$ cat src/rtl/core/stnpf_pkg.sv
package stnpf_pkg;

	localparam int BIN_W  = 10;
	localparam int MAG_W  = 17;
	localparam int FREQ_W = 28;
	localparam int CFG_IDX_W  = 3;
	localparam int CFG_DATA_W = 20;

	// Exclusive upper bound on any reported bin; caps the configured max bin
	localparam logic [BIN_W-1:0] BIN_CAP = 10'd512;

	// Configuration register indexes
	localparam logic [CFG_IDX_W-1:0] CFG_MIN_BIN     = 3'd0;
	localparam logic [CFG_IDX_W-1:0] CFG_MAX_BIN     = 3'd1;
	localparam logic [CFG_IDX_W-1:0] CFG_THRESHOLD   = 3'd2;
	localparam logic [CFG_IDX_W-1:0] CFG_PEAKS       = 3'd3;
	localparam logic [CFG_IDX_W-1:0] CFG_SAMPLE_RATE = 3'd4;
	localparam logic [CFG_IDX_W-1:0] CFG_FFT_LOG2    = 3'd5;

	// Cell operations
	localparam logic [2:0] OP_HOLD   = 3'd0;
	localparam logic [2:0] OP_INSERT = 3'd1;
	localparam logic [2:0] OP_TRIM   = 3'd2;
	localparam logic [2:0] OP_SORT   = 3'd3;
	localparam logic [2:0] OP_SHIFT  = 3'd4;

	typedef struct packed {
		logic             valid;
		logic [BIN_W-1:0] bin;
		logic [MAG_W-1:0] mag;
	} entry_t;

	typedef struct packed {
		logic [2:0] op;
		logic       keep;
		logic       pair_right;
		logic       pair_left;
	} cell_ctrl_t;

endpackage

$ cat src/rtl/core/spectral_top_n_peak_finder_core.sv
// Channel  | Handshake            | Payload
// ---------+----------------------+---------------------------------------------
// in       | in_valid / in_ready  | bin_real, bin_imag, last_bin
// out      | out_valid / out_ready| peak_bin, peak_frequency, peak_found, last_peak
// cfg      | cfg_valid / cfg_ready| cfg_index, cfg_data
//
// Within a frame one bin is taken per cycle; a bin is judged when its right neighbor
// leaves the magnitude stage and enters the cell chain on the following cycle.
// After the last bin passes the magnitude and judge stages and is inserted, the chain is
// trimmed and odd-even sorted; each result is then multiplied, scaled and held while stalled.
// in_ready stays low from the last bin until the final result is in the
// output register; cfg_ready is always high. arst_n clears all control state and the chain.
module spectral_top_n_peak_finder_core #(
	parameter int MAX_PEAKS   = 8,
	parameter int MAX_FFT_LEN = 1024
) (
	input  logic                                clk,
	input  logic                                arst_n,
	input  logic                                in_valid,
	output logic                                in_ready,
	input  logic signed [15:0]                  bin_real,
	input  logic signed [15:0]                  bin_imag,
	input  logic                                last_bin,
	output logic                                out_valid,
	input  logic                                out_ready,
	output logic [stnpf_pkg::BIN_W-1:0]         peak_bin,
	output logic [stnpf_pkg::FREQ_W-1:0]        peak_frequency,
	output logic                                peak_found,
	output logic                                last_peak,
	input  logic                                cfg_valid,
	output logic                                cfg_ready,
	input  logic [stnpf_pkg::CFG_IDX_W-1:0]     cfg_index,
	input  logic [stnpf_pkg::CFG_DATA_W-1:0]    cfg_data
);
	import stnpf_pkg::*;

	localparam int CW    = $clog2(MAX_FFT_LEN);
	localparam int CMPW  = (CW > BIN_W) ? CW : BIN_W;
	localparam int NW    = $clog2(MAX_PEAKS + 1);
	localparam int NWX   = (NW > 4) ? NW : 4;
	localparam int PRODW = 30;
	localparam int WIDEW = PRODW + 8;

	localparam logic [2:0] ST_COLLECT = 3'd0;
	localparam logic [2:0] ST_TRIM    = 3'd1;
	localparam logic [2:0] ST_SORT    = 3'd2;
	localparam logic [2:0] ST_LOAD    = 3'd3;
	localparam logic [2:0] ST_EMIT    = 3'd4;

	// Configuration
	logic [BIN_W-1:0] min_bin_q;
	logic [BIN_W-1:0] max_bin_q;
	logic [15:0]      threshold_q;
	logic [3:0]       peaks_wanted_q;
	logic [19:0]      sample_rate_q;
	logic [3:0]       fft_log2_q;

	logic [2:0]       state_q;
	logic             end_q;
	logic [NW-1:0]    sort_cnt_q;
	logic [NW-1:0]    out_cnt_q;
	logic [NW-1:0]    wanted;
	logic [NWX-1:0]   pw_ext;

	// Bin pipeline
	logic             valid_s1;
	logic             last_s1;
	logic [MAG_W-1:0] mag_s1;
	logic             valid_s2;
	logic             last_s2;
	entry_t           cand_s2;
	logic [CW-1:0]    cnt_q;
	logic [MAG_W-1:0] prev_q;
	logic [MAG_W-1:0] prev_prev_q;

	logic             in_acc;
	logic [MAG_W-1:0] abs_re;
	logic [MAG_W-1:0] abs_im;
	logic [CW-1:0]    cur_idx;
	logic [BIN_W-1:0] hi_bin;
	logic             is_peak;

	// Chain
	logic [2:0]       chain_op;
	entry_t           ents [MAX_PEAKS];
	logic [MAX_PEAKS-1:0] beats_v;
	logic [MAX_PEAKS-1:0] vld;

	// Output path
	logic [PRODW-1:0] prod_q;
	logic [BIN_W-1:0] hd_bin_q;
	logic             hd_found_q;
	logic             hd_last_q;
	logic             out_valid_q;
	logic [BIN_W-1:0] peak_bin_q;
	logic [FREQ_W-1:0] freq_q;
	logic             found_q;
	logic             last_q;
	logic             load_out;
	logic [WIDEW-1:0] wide;
	logic [FREQ_W-1:0] freq_sat;

	assign cfg_ready = 1'b1;
	assign in_ready  = (state_q == ST_COLLECT) && !end_q;
	assign in_acc    = in_valid && in_ready;

	always_ff @(posedge clk or negedge arst_n) begin
		if (!arst_n) begin
			min_bin_q      <= '0;
			max_bin_q      <= 10'd512;
			threshold_q    <= '0;
			peaks_wanted_q <= 4'd4;
			sample_rate_q  <= 20'd16000;
			fft_log2_q     <= 4'd9;
		end else if (cfg_valid && cfg_ready) begin
			case (cfg_index)
				CFG_MIN_BIN:     min_bin_q      <= cfg_data[BIN_W-1:0];
				CFG_MAX_BIN:     max_bin_q      <= cfg_data[BIN_W-1:0];
				CFG_THRESHOLD:   threshold_q    <= cfg_data[15:0];
				CFG_PEAKS:       peaks_wanted_q <= cfg_data[3:0];
				CFG_SAMPLE_RATE: sample_rate_q  <= cfg_data[19:0];
				CFG_FFT_LOG2:    fft_log2_q     <= cfg_data[3:0];
				default: ;
			endcase
		end
	end

	// Clamp the peak count to 1..MAX_PEAKS
	assign pw_ext = NWX'(peaks_wanted_q);
	always_comb begin
		if (peaks_wanted_q == 4'd0) begin
			wanted = NW'(1);
		end else if (pw_ext > NWX'(MAX_PEAKS)) begin
			wanted = NW'(MAX_PEAKS);
		end else begin
			wanted = NW'(pw_ext);
		end
	end

	// Stage 1: magnitude
	assign abs_re = bin_real[15] ? (MAG_W'(0) - {bin_real[15], bin_real})
	                             : {1'b0, bin_real};
	assign abs_im = bin_imag[15] ? (MAG_W'(0) - {bin_imag[15], bin_imag})
	                             : {1'b0, bin_imag};

	always_ff @(posedge clk or negedge arst_n) begin
		if (!arst_n) begin
			valid_s1 <= 1'b0;
			valid_s2 <= 1'b0;
		end else begin
			valid_s1 <= in_acc;
			valid_s2 <= valid_s1;
		end
	end

	always_ff @(posedge clk) begin
		if (in_acc) begin
			mag_s1  <= abs_re + abs_im;
			last_s1 <= last_bin;
		end
	end

	// Stage 2: judge the previous bin now that its right neighbor is known
	assign cur_idx = cnt_q - CW'(1);
	assign hi_bin  = (max_bin_q > BIN_CAP) ? BIN_CAP : max_bin_q;
	assign is_peak = (cnt_q != '0)
		&& (CMPW'(cur_idx) > CMPW'(min_bin_q))
		&& (CMPW'(cur_idx) < CMPW'(hi_bin))
		&& (prev_q > MAG_W'(threshold_q))
		&& (prev_q > prev_prev_q)
		&& (prev_q > mag_s1);

	always_ff @(posedge clk or negedge arst_n) begin
		if (!arst_n) begin
			cnt_q       <= '0;
			prev_q      <= '0;
			prev_prev_q <= '0;
		end else if (valid_s1) begin
			if (last_s1) begin
				cnt_q       <= '0;
				prev_q      <= '0;
				prev_prev_q <= '0;
			end else begin
				prev_prev_q <= prev_q;
				prev_q      <= mag_s1;
				if (cnt_q != CW'(MAX_FFT_LEN - 1)) begin
					cnt_q <= cnt_q + CW'(1);
				end
			end
		end
	end

	always_ff @(posedge clk) begin
		if (valid_s1) begin
			cand_s2.valid <= is_peak;
			cand_s2.bin   <= BIN_W'(cur_idx);
			cand_s2.mag   <= prev_q;
			last_s2       <= last_s1;
		end
	end

	// Frame sequencer
	always_ff @(posedge clk or negedge arst_n) begin
		if (!arst_n) begin
			state_q    <= ST_COLLECT;
			end_q      <= 1'b0;
			sort_cnt_q <= '0;
			out_cnt_q  <= '0;
		end else begin
			if (in_acc && last_bin) begin
				end_q <= 1'b1;
			end
			case (state_q)
				ST_COLLECT: begin
					if (valid_s2 && last_s2) begin
						state_q <= ST_TRIM;
					end
				end
				ST_TRIM: begin
					sort_cnt_q <= '0;
					out_cnt_q  <= '0;
					state_q    <= ST_SORT;
				end
				ST_SORT: begin
					sort_cnt_q <= sort_cnt_q + NW'(1);
					if (sort_cnt_q == NW'(MAX_PEAKS - 1)) begin
						state_q <= ST_LOAD;
					end
				end
				ST_LOAD: state_q <= ST_EMIT;
				ST_EMIT: begin
					if (load_out) begin
						out_cnt_q <= out_cnt_q + NW'(1);
						if (hd_last_q) begin
							state_q <= ST_COLLECT;
							end_q   <= 1'b0;
						end else begin
							state_q <= ST_LOAD;
						end
					end
				end
				default: state_q <= ST_COLLECT;
			endcase
		end
	end

	always_comb begin
		case (state_q)
			ST_COLLECT: chain_op = (valid_s2 && cand_s2.valid) ? OP_INSERT : OP_HOLD;
			ST_TRIM:    chain_op = OP_TRIM;
			ST_SORT:    chain_op = OP_SORT;
			ST_LOAD:    chain_op = OP_SHIFT;
			default:    chain_op = OP_HOLD;
		endcase
	end

	// Cell chain: descending magnitude while collecting, ascending bin after sort
	for (genvar k = 0; k < MAX_PEAKS; k++) begin : g_cell
		cell_ctrl_t ctrl;
		entry_t     left_ent;
		entry_t     right_ent;
		logic       left_beats;

		assign ctrl.op         = chain_op;
		assign ctrl.keep       = NW'(k) < wanted;
		assign ctrl.pair_right = (1'(k % 2) == sort_cnt_q[0]) && (k < MAX_PEAKS - 1);
		assign ctrl.pair_left  = (1'(k % 2) != sort_cnt_q[0]) && (k > 0);

		if (k == 0) begin : g_head
			assign left_ent   = '0;
			assign left_beats = 1'b0;
		end else begin : g_mid
			assign left_ent   = ents[k-1];
			assign left_beats = beats_v[k-1];
		end

		if (k == MAX_PEAKS - 1) begin : g_tail
			assign right_ent = '0;
		end else begin : g_inner
			assign right_ent = ents[k+1];
		end

		stnpf_cell u_cell (
			.clk        (clk),
			.arst_n     (arst_n),
			.ctrl       (ctrl),
			.new_ent    (cand_s2),
			.left_ent   (left_ent),
			.right_ent  (right_ent),
			.left_beats (left_beats),
			.ent        (ents[k]),
			.beats      (beats_v[k])
		);

		assign vld[k] = ents[k].valid;
	end

	// Head capture and multiply
	always_ff @(posedge clk) begin
		if (state_q == ST_LOAD) begin
			hd_bin_q   <= ents[0].valid ? ents[0].bin : '0;
			hd_found_q <= ents[0].valid;
			hd_last_q  <= (out_cnt_q == wanted - NW'(1));
			prod_q     <= PRODW'(ents[0].valid ? ents[0].bin : '0) * PRODW'(sample_rate_q);
		end
	end

	// Scale to Q20.8 and saturate
	assign wide     = {prod_q, 8'd0} >> fft_log2_q;
	assign freq_sat = (|wide[WIDEW-1:FREQ_W]) ? {FREQ_W{1'b1}} : wide[FREQ_W-1:0];
	assign load_out = (state_q == ST_EMIT) && (!out_valid_q || out_ready);

	always_ff @(posedge clk or negedge arst_n) begin
		if (!arst_n) begin
			out_valid_q <= 1'b0;
		end else if (load_out) begin
			out_valid_q <= 1'b1;
		end else if (out_ready) begin
			out_valid_q <= 1'b0;
		end
	end

	always_ff @(posedge clk) begin
		if (load_out) begin
			peak_bin_q <= hd_bin_q;
			freq_q     <= freq_sat;
			found_q    <= hd_found_q;
			last_q     <= hd_last_q;
		end
	end

	assign out_valid      = out_valid_q;
	assign peak_bin       = peak_bin_q;
	assign peak_frequency = freq_q;
	assign peak_found     = found_q;
	assign last_peak      = last_q;

	// Filled slots always form a prefix of the chain
	a_prefix: assert property (@(posedge clk) disable iff (!arst_n)
		$onehot({1'b0, vld} + (MAX_PEAKS + 1)'(1)))
		else $error("peak chain has a gap");

	a_insert_collect: assert property (@(posedge clk) disable iff (!arst_n)
		valid_s2 |-> state_q == ST_COLLECT)
		else $error("insertion outside collection");

	a_last_count: assert property (@(posedge clk) disable iff (!arst_n)
		(load_out && hd_last_q) |-> out_cnt_q == wanted - NW'(1))
		else $error("final result at wrong slot count");

	a_out_hold: assert property (@(posedge clk) disable iff (!arst_n)
		(out_valid && !out_ready) |=>
			(out_valid && $stable({peak_bin, peak_frequency, peak_found, last_peak})))
		else $error("result changed while stalled");

endmodule

$ cat src/rtl/core/stnpf_cell.sv
module stnpf_cell (
	input  logic                   clk,
	input  logic                   arst_n,
	input  stnpf_pkg::cell_ctrl_t  ctrl,
	input  stnpf_pkg::entry_t      new_ent,
	input  stnpf_pkg::entry_t      left_ent,
	input  stnpf_pkg::entry_t      right_ent,
	input  logic                   left_beats,
	output stnpf_pkg::entry_t      ent,
	output logic                   beats
);
	import stnpf_pkg::*;

	logic             valid_q;
	logic [BIN_W-1:0] bin_q;
	logic [MAG_W-1:0] mag_q;
	entry_t           nxt;
	logic [BIN_W:0]   key_self;
	logic [BIN_W:0]   key_left;
	logic [BIN_W:0]   key_right;

	assign ent = '{valid: valid_q, bin: bin_q, mag: mag_q};

	// This slot loses to the new entry; ties keep the older entry ahead
	assign beats = !valid_q || (mag_q < new_ent.mag);

	// Empty slots sort behind every real one
	assign key_self  = {~valid_q, bin_q};
	assign key_left  = {~left_ent.valid, left_ent.bin};
	assign key_right = {~right_ent.valid, right_ent.bin};

	always_comb begin
		nxt = ent;
		case (ctrl.op)
			OP_INSERT: begin
				if (!ctrl.keep) begin
					nxt.valid = 1'b0;
				end else if (beats) begin
					nxt = left_beats ? left_ent : new_ent;
				end
			end
			OP_TRIM: begin
				if (!ctrl.keep) begin
					nxt.valid = 1'b0;
				end
			end
			OP_SORT: begin
				if (ctrl.pair_right && (key_self > key_right)) begin
					nxt = right_ent;
				end else if (ctrl.pair_left && (key_left > key_self)) begin
					nxt = left_ent;
				end
			end
			OP_SHIFT: nxt = right_ent;
			default: nxt = ent;
		endcase
	end

	always_ff @(posedge clk or negedge arst_n) begin
		if (!arst_n) begin
			valid_q <= 1'b0;
		end else begin
			valid_q <= nxt.valid;
		end
	end

	always_ff @(posedge clk) begin
		bin_q <= nxt.bin;
		mag_q <= nxt.mag;
	end

endmodule
$ cat config.mk
export PLATFORM = sky130hd
export DESIGN_NAME = spectral_top_n_peak_finder_core
export DESIGN_NICKNAME = d
export VERILOG_FILES = /design/src/rtl/core/stnpf_pkg.sv /design/src/rtl/core/spectral_top_n_peak_finder_core.sv /design/src/rtl/core/stnpf_cell.sv
export SDC_FILE = /design/constraint.sdc
export NUM_CORES = 2
export LEC_CHECK = 0
export ABC_AREA = 1
export BUFFER_PORTS_ARGS = -buffer_cell sky130_fd_sc_hd__buf_2
export CAP_MARGIN = 10
export CORE_AREA = 5 5 311 313
export DETAILED_ROUTE_END_ITERATION = 16
export DIE_AREA = 0 0 316 318
export PLACE_DENSITY_LB_ADDON = 0.2
export SLEW_MARGIN = 0
export SYNTH_ARGS = -nofsm -noshare
export SYNTH_HDL_FRONTEND = slang
export SYNTH_HIERARCHICAL = 1
export SYNTH_SLANG_ARGS = --single-unit
$ cat constraint.sdc
create_clock -name clk -period 6.8 [get_ports clk]
set_input_delay 1.36 -clock clk [delete_from_list [all_inputs] [get_ports clk]]
set_output_delay 1.36 -clock clk [all_outputs]
set_load 0.1 [all_outputs]
==> reports/qor.txt <==
CTS H-Tree Depth - 2
Row cnt - 113
Synth area leader - edfxtp_1
Post-Synth XOR/XNOR Area - 1.41%
Mapped Area - 46500 um^2
Global-route wire length before repair - 218 mm
Starting density of the core - 49.4%
Slowest stage delay, CP - 0.67 ns
Post-CTS Resized - 0
Sink Count - 476
Area Overhead vs Synth - 7.47%
Reg clk slew, reported paths - 0.06 ns
DIE AREA - 100000 um^2
Simple-Gate Fraction of Synth Area - 25.0%
Critical path's slowest cell - dfrtp_1
Final hold slack - 0.378 ns
I/O pin cnt - 104
Hold Path Class - reg2reg
Mux cell area share after synthesis - 0.108%
Layout Nets - 6729
Clock latency on the worst-skew pair - 0.71 ns
# hold bufs at CTS - 0
Vias in the first global route - 39400
Multi-input logic area - 28400 um^2
Total clock buffers created by CTS - 59
Die W - 316 um
Outcome - finished, final reports clean
Fin crit share - 90.3%
Worst vdd ir - 0.310 mV
Vias - 40609
Post-route design area - 50000 um^2
Final std cells w/o fill - 7374
Initial DRC Count - 3435
Seq cells post-synth - 476
Synth cell types - 52
Post-synth EDFFs - 345
Die H - 318 um
Initial antenna violation count - 1
Post-Synth Adder-Cell Area - 18.7%
Post-Place Cells - 7264
Routability cong. - 0.947
Clock root buffer - clkbuf_16
Mapped Cells - 5973
Max-Cap Viols - 0
Yosys warns - 6
Placed Instance Area - 48000 um^2
Slew Limit Headroom - 22.3%
Syn Area/Cell - 7.78 um^2
Core area - 94000 um^2
Top cells by area, synth - edfxtp_1 22%, ha_1 13%, nand2_1 12%, inv_1 7.5%, dfrtp_1 6.5%
Final max-slew violation count - 0
Fmax - 163 MHz
Layout cells sized above 1 - 10.1%
Main synth FF type - edfxtp_1
Final WL - 138 mm
Largest net degree at the start of global routing - 84
Main combinational cell family by area after synthesis - simple AND/OR/NAND/NOR gates
Vias per Instance - 5.51
Avg WL per Cell - 18.7 um
Tot GR Track Use - 27.0%
Asr flop ratio synth - 27.5%
Crit Path Max Fanout - 20
Post-CTS Setup Repair Bufs - 0
Synth Area in Compound Gates - 14.9%
Setup violators final - 0
Leakage power total - 23.8 nW
Critical path type - reg2reg
Post-detailed-route count of antenna-violating nets - 0
CP startpoint kind - flop
IO buf count - 102
RSZ-0062 raised after global routing - false
CTS tree - done
Worst clock skew - 0.0660 ns
Critical Path RT - 7.20 ns
Antenna cells - 0
DR DRC count - 0
Critical path buffer and inverter count - 5
Pre-antenna DRT Iters - 6
Grt total ovfl - 0
Post-synthesis sequential area ratio - 29.4%
Largest delay contributor family on the critical path - adder cells
CTS max path bufs - 3
Tmin final - 6.14 ns
DPL Wire Length - 102 mm
Share of the synthesized area in the top cell type - 22.3%
Arrival @ worst endpoint - 6.53 ns
Setup_tns - 0 ns
FF+latch area - 13700 um^2
CP endpoint kind - flop
Fin. Hold Viols - 0
FILL cells - 9015
Crit path cell chain - nand2_1 > inv_1 > nand2_1 > fa_1 > inv_1 > fa_1 > inv_1 > fa_1 > fa_1 > inv_1 > fa_1 > ha_1 > nand2_1 > inv_1 > a21oi_1 > nor2_1 > o21ai_0 > nand3_1 > xor2_1
PD cells - 497 nW/um^2
Tightest Pin Transition - 1.16 ns
synthesized netlist by cell type (all sizes together), types with 27 or more instances:
cell type and instances:
nor3 47, o21ai 326, clkbuf 100, o211ai 360
nand3 400, inv 959, dfrtp 121, ha 465
nor2 407, or2 146, nand2 1528, a21o 27
edfxtp 345, a21oi 251, fa 143, xor2 60
buf 114, o22ai 37
cells by family (layout without fill, tap and decap cells):
group	count (synthesis)	after routing
AOI/OAI and AO/OA	1029	1029
xor gates and xnor gates	75	75
adders and majority gates	608	608
buffers and inverters	1189	1211
DFF	476	476
muxes	5	5
other	2	116
and+or+nand+nor	2589	2589
layout make-up:
| cell class | count | share of cell area, % |
|---|---|---|
| Clock buffer | 76 | 3.16 |
| Clock inverter | 34 | 0.666 |
| Sequential cell | 476 | 27.3 |
| Tap cell | 1265 | 3.17 |
| Timing Repair Buffer | 126 | 1.39 |
| Inverter | 975 | 7.37 |
| Multi-Input combinational cell | 4422 | 56.9 |
state kept, by name, indices dropped and copies added, names as in the netlist, 16 cells and up:
register	cells
peak_frequency	28
cand_s2	28
prev_prev_q	17
prev_q	17
prod_q	30
g_cell.u_cell/mag_q	136
g_cell.u_cell/bin_q	80
sample_rate_q	20
mag_s1	17
threshold_q	16
per-layer routing:
layer | track usage, % | share of wire (%) | up-vias
met5 | 0 | 0 | -
met4 | 9.66 | 3.6 | 0
met3 | 3.72 | 6.3 | 270
met2 | 44.9 | 47 | 1284
met1 | 36.1 | 43 | 19304
li1 | - | - | 19751
layout by cell type (no fill, tap or decap), drive strengths merged, types with 8 or more instances in the layout:
cell type  netlist  routed
a21boi           8       8
a21o            27      27
a21oi          251     251
buf            114     126
clkbuf         100      76
clkinv          16      38
conb             2     116
dfrtp          121     121
dfstp           10      10
edfxtp         345     345
fa             143     143
ha             465     465
inv            959     962
nand2         1528    1528
nand3          400     400
nand3b          25      25
nand4           25      25
nor2           407     407
nor3            47      47
o211ai         360     360
o21ai          326     326
o22ai           37      37
o31ai            8       8
or2            146     146
xnor2           15      15
xor2            60      60
stage by stage:
stage,util (%),power (mW),setup slack [ns]
after global placement,51.1,21.0,0.787
after CTS,53.1,24.7,0.668
after global routing,53.1,27.0,0.366
final,53.1,24.8,0.662
after detailed placement,51.1,21.4,0.703
after floorplan,-,17.6,1.33
power breakdown:
part	internal, mW	total [mW]	switching, mW
registers	5.07	7.10	2.02
clock network	1.80	3.20	1.41
logic	5.02	14.5	9.50
worst paths after layout:
path                            depth (start not counted)         endpoint                     start  slack (ns)
max in group asynchronous                               2        out_valid                    arst_n        4.82
min in group asynchronous                               1  prev_prev_q[13]                    arst_n        0.71
worst min-delay path                                    0      peak_bin[2]               hd_bin_q[2]        0.38
worst max-delay path                                   19       prod_q[24]  g_cell[0].u_cell/valid_q        0.66
worst min register to register                          0      peak_bin[2]               hd_bin_q[2]        0.38
worst max register to register                         19       prod_q[24]  g_cell[0].u_cell/valid_q        0.66
Power figures use the tool's default switching activity.
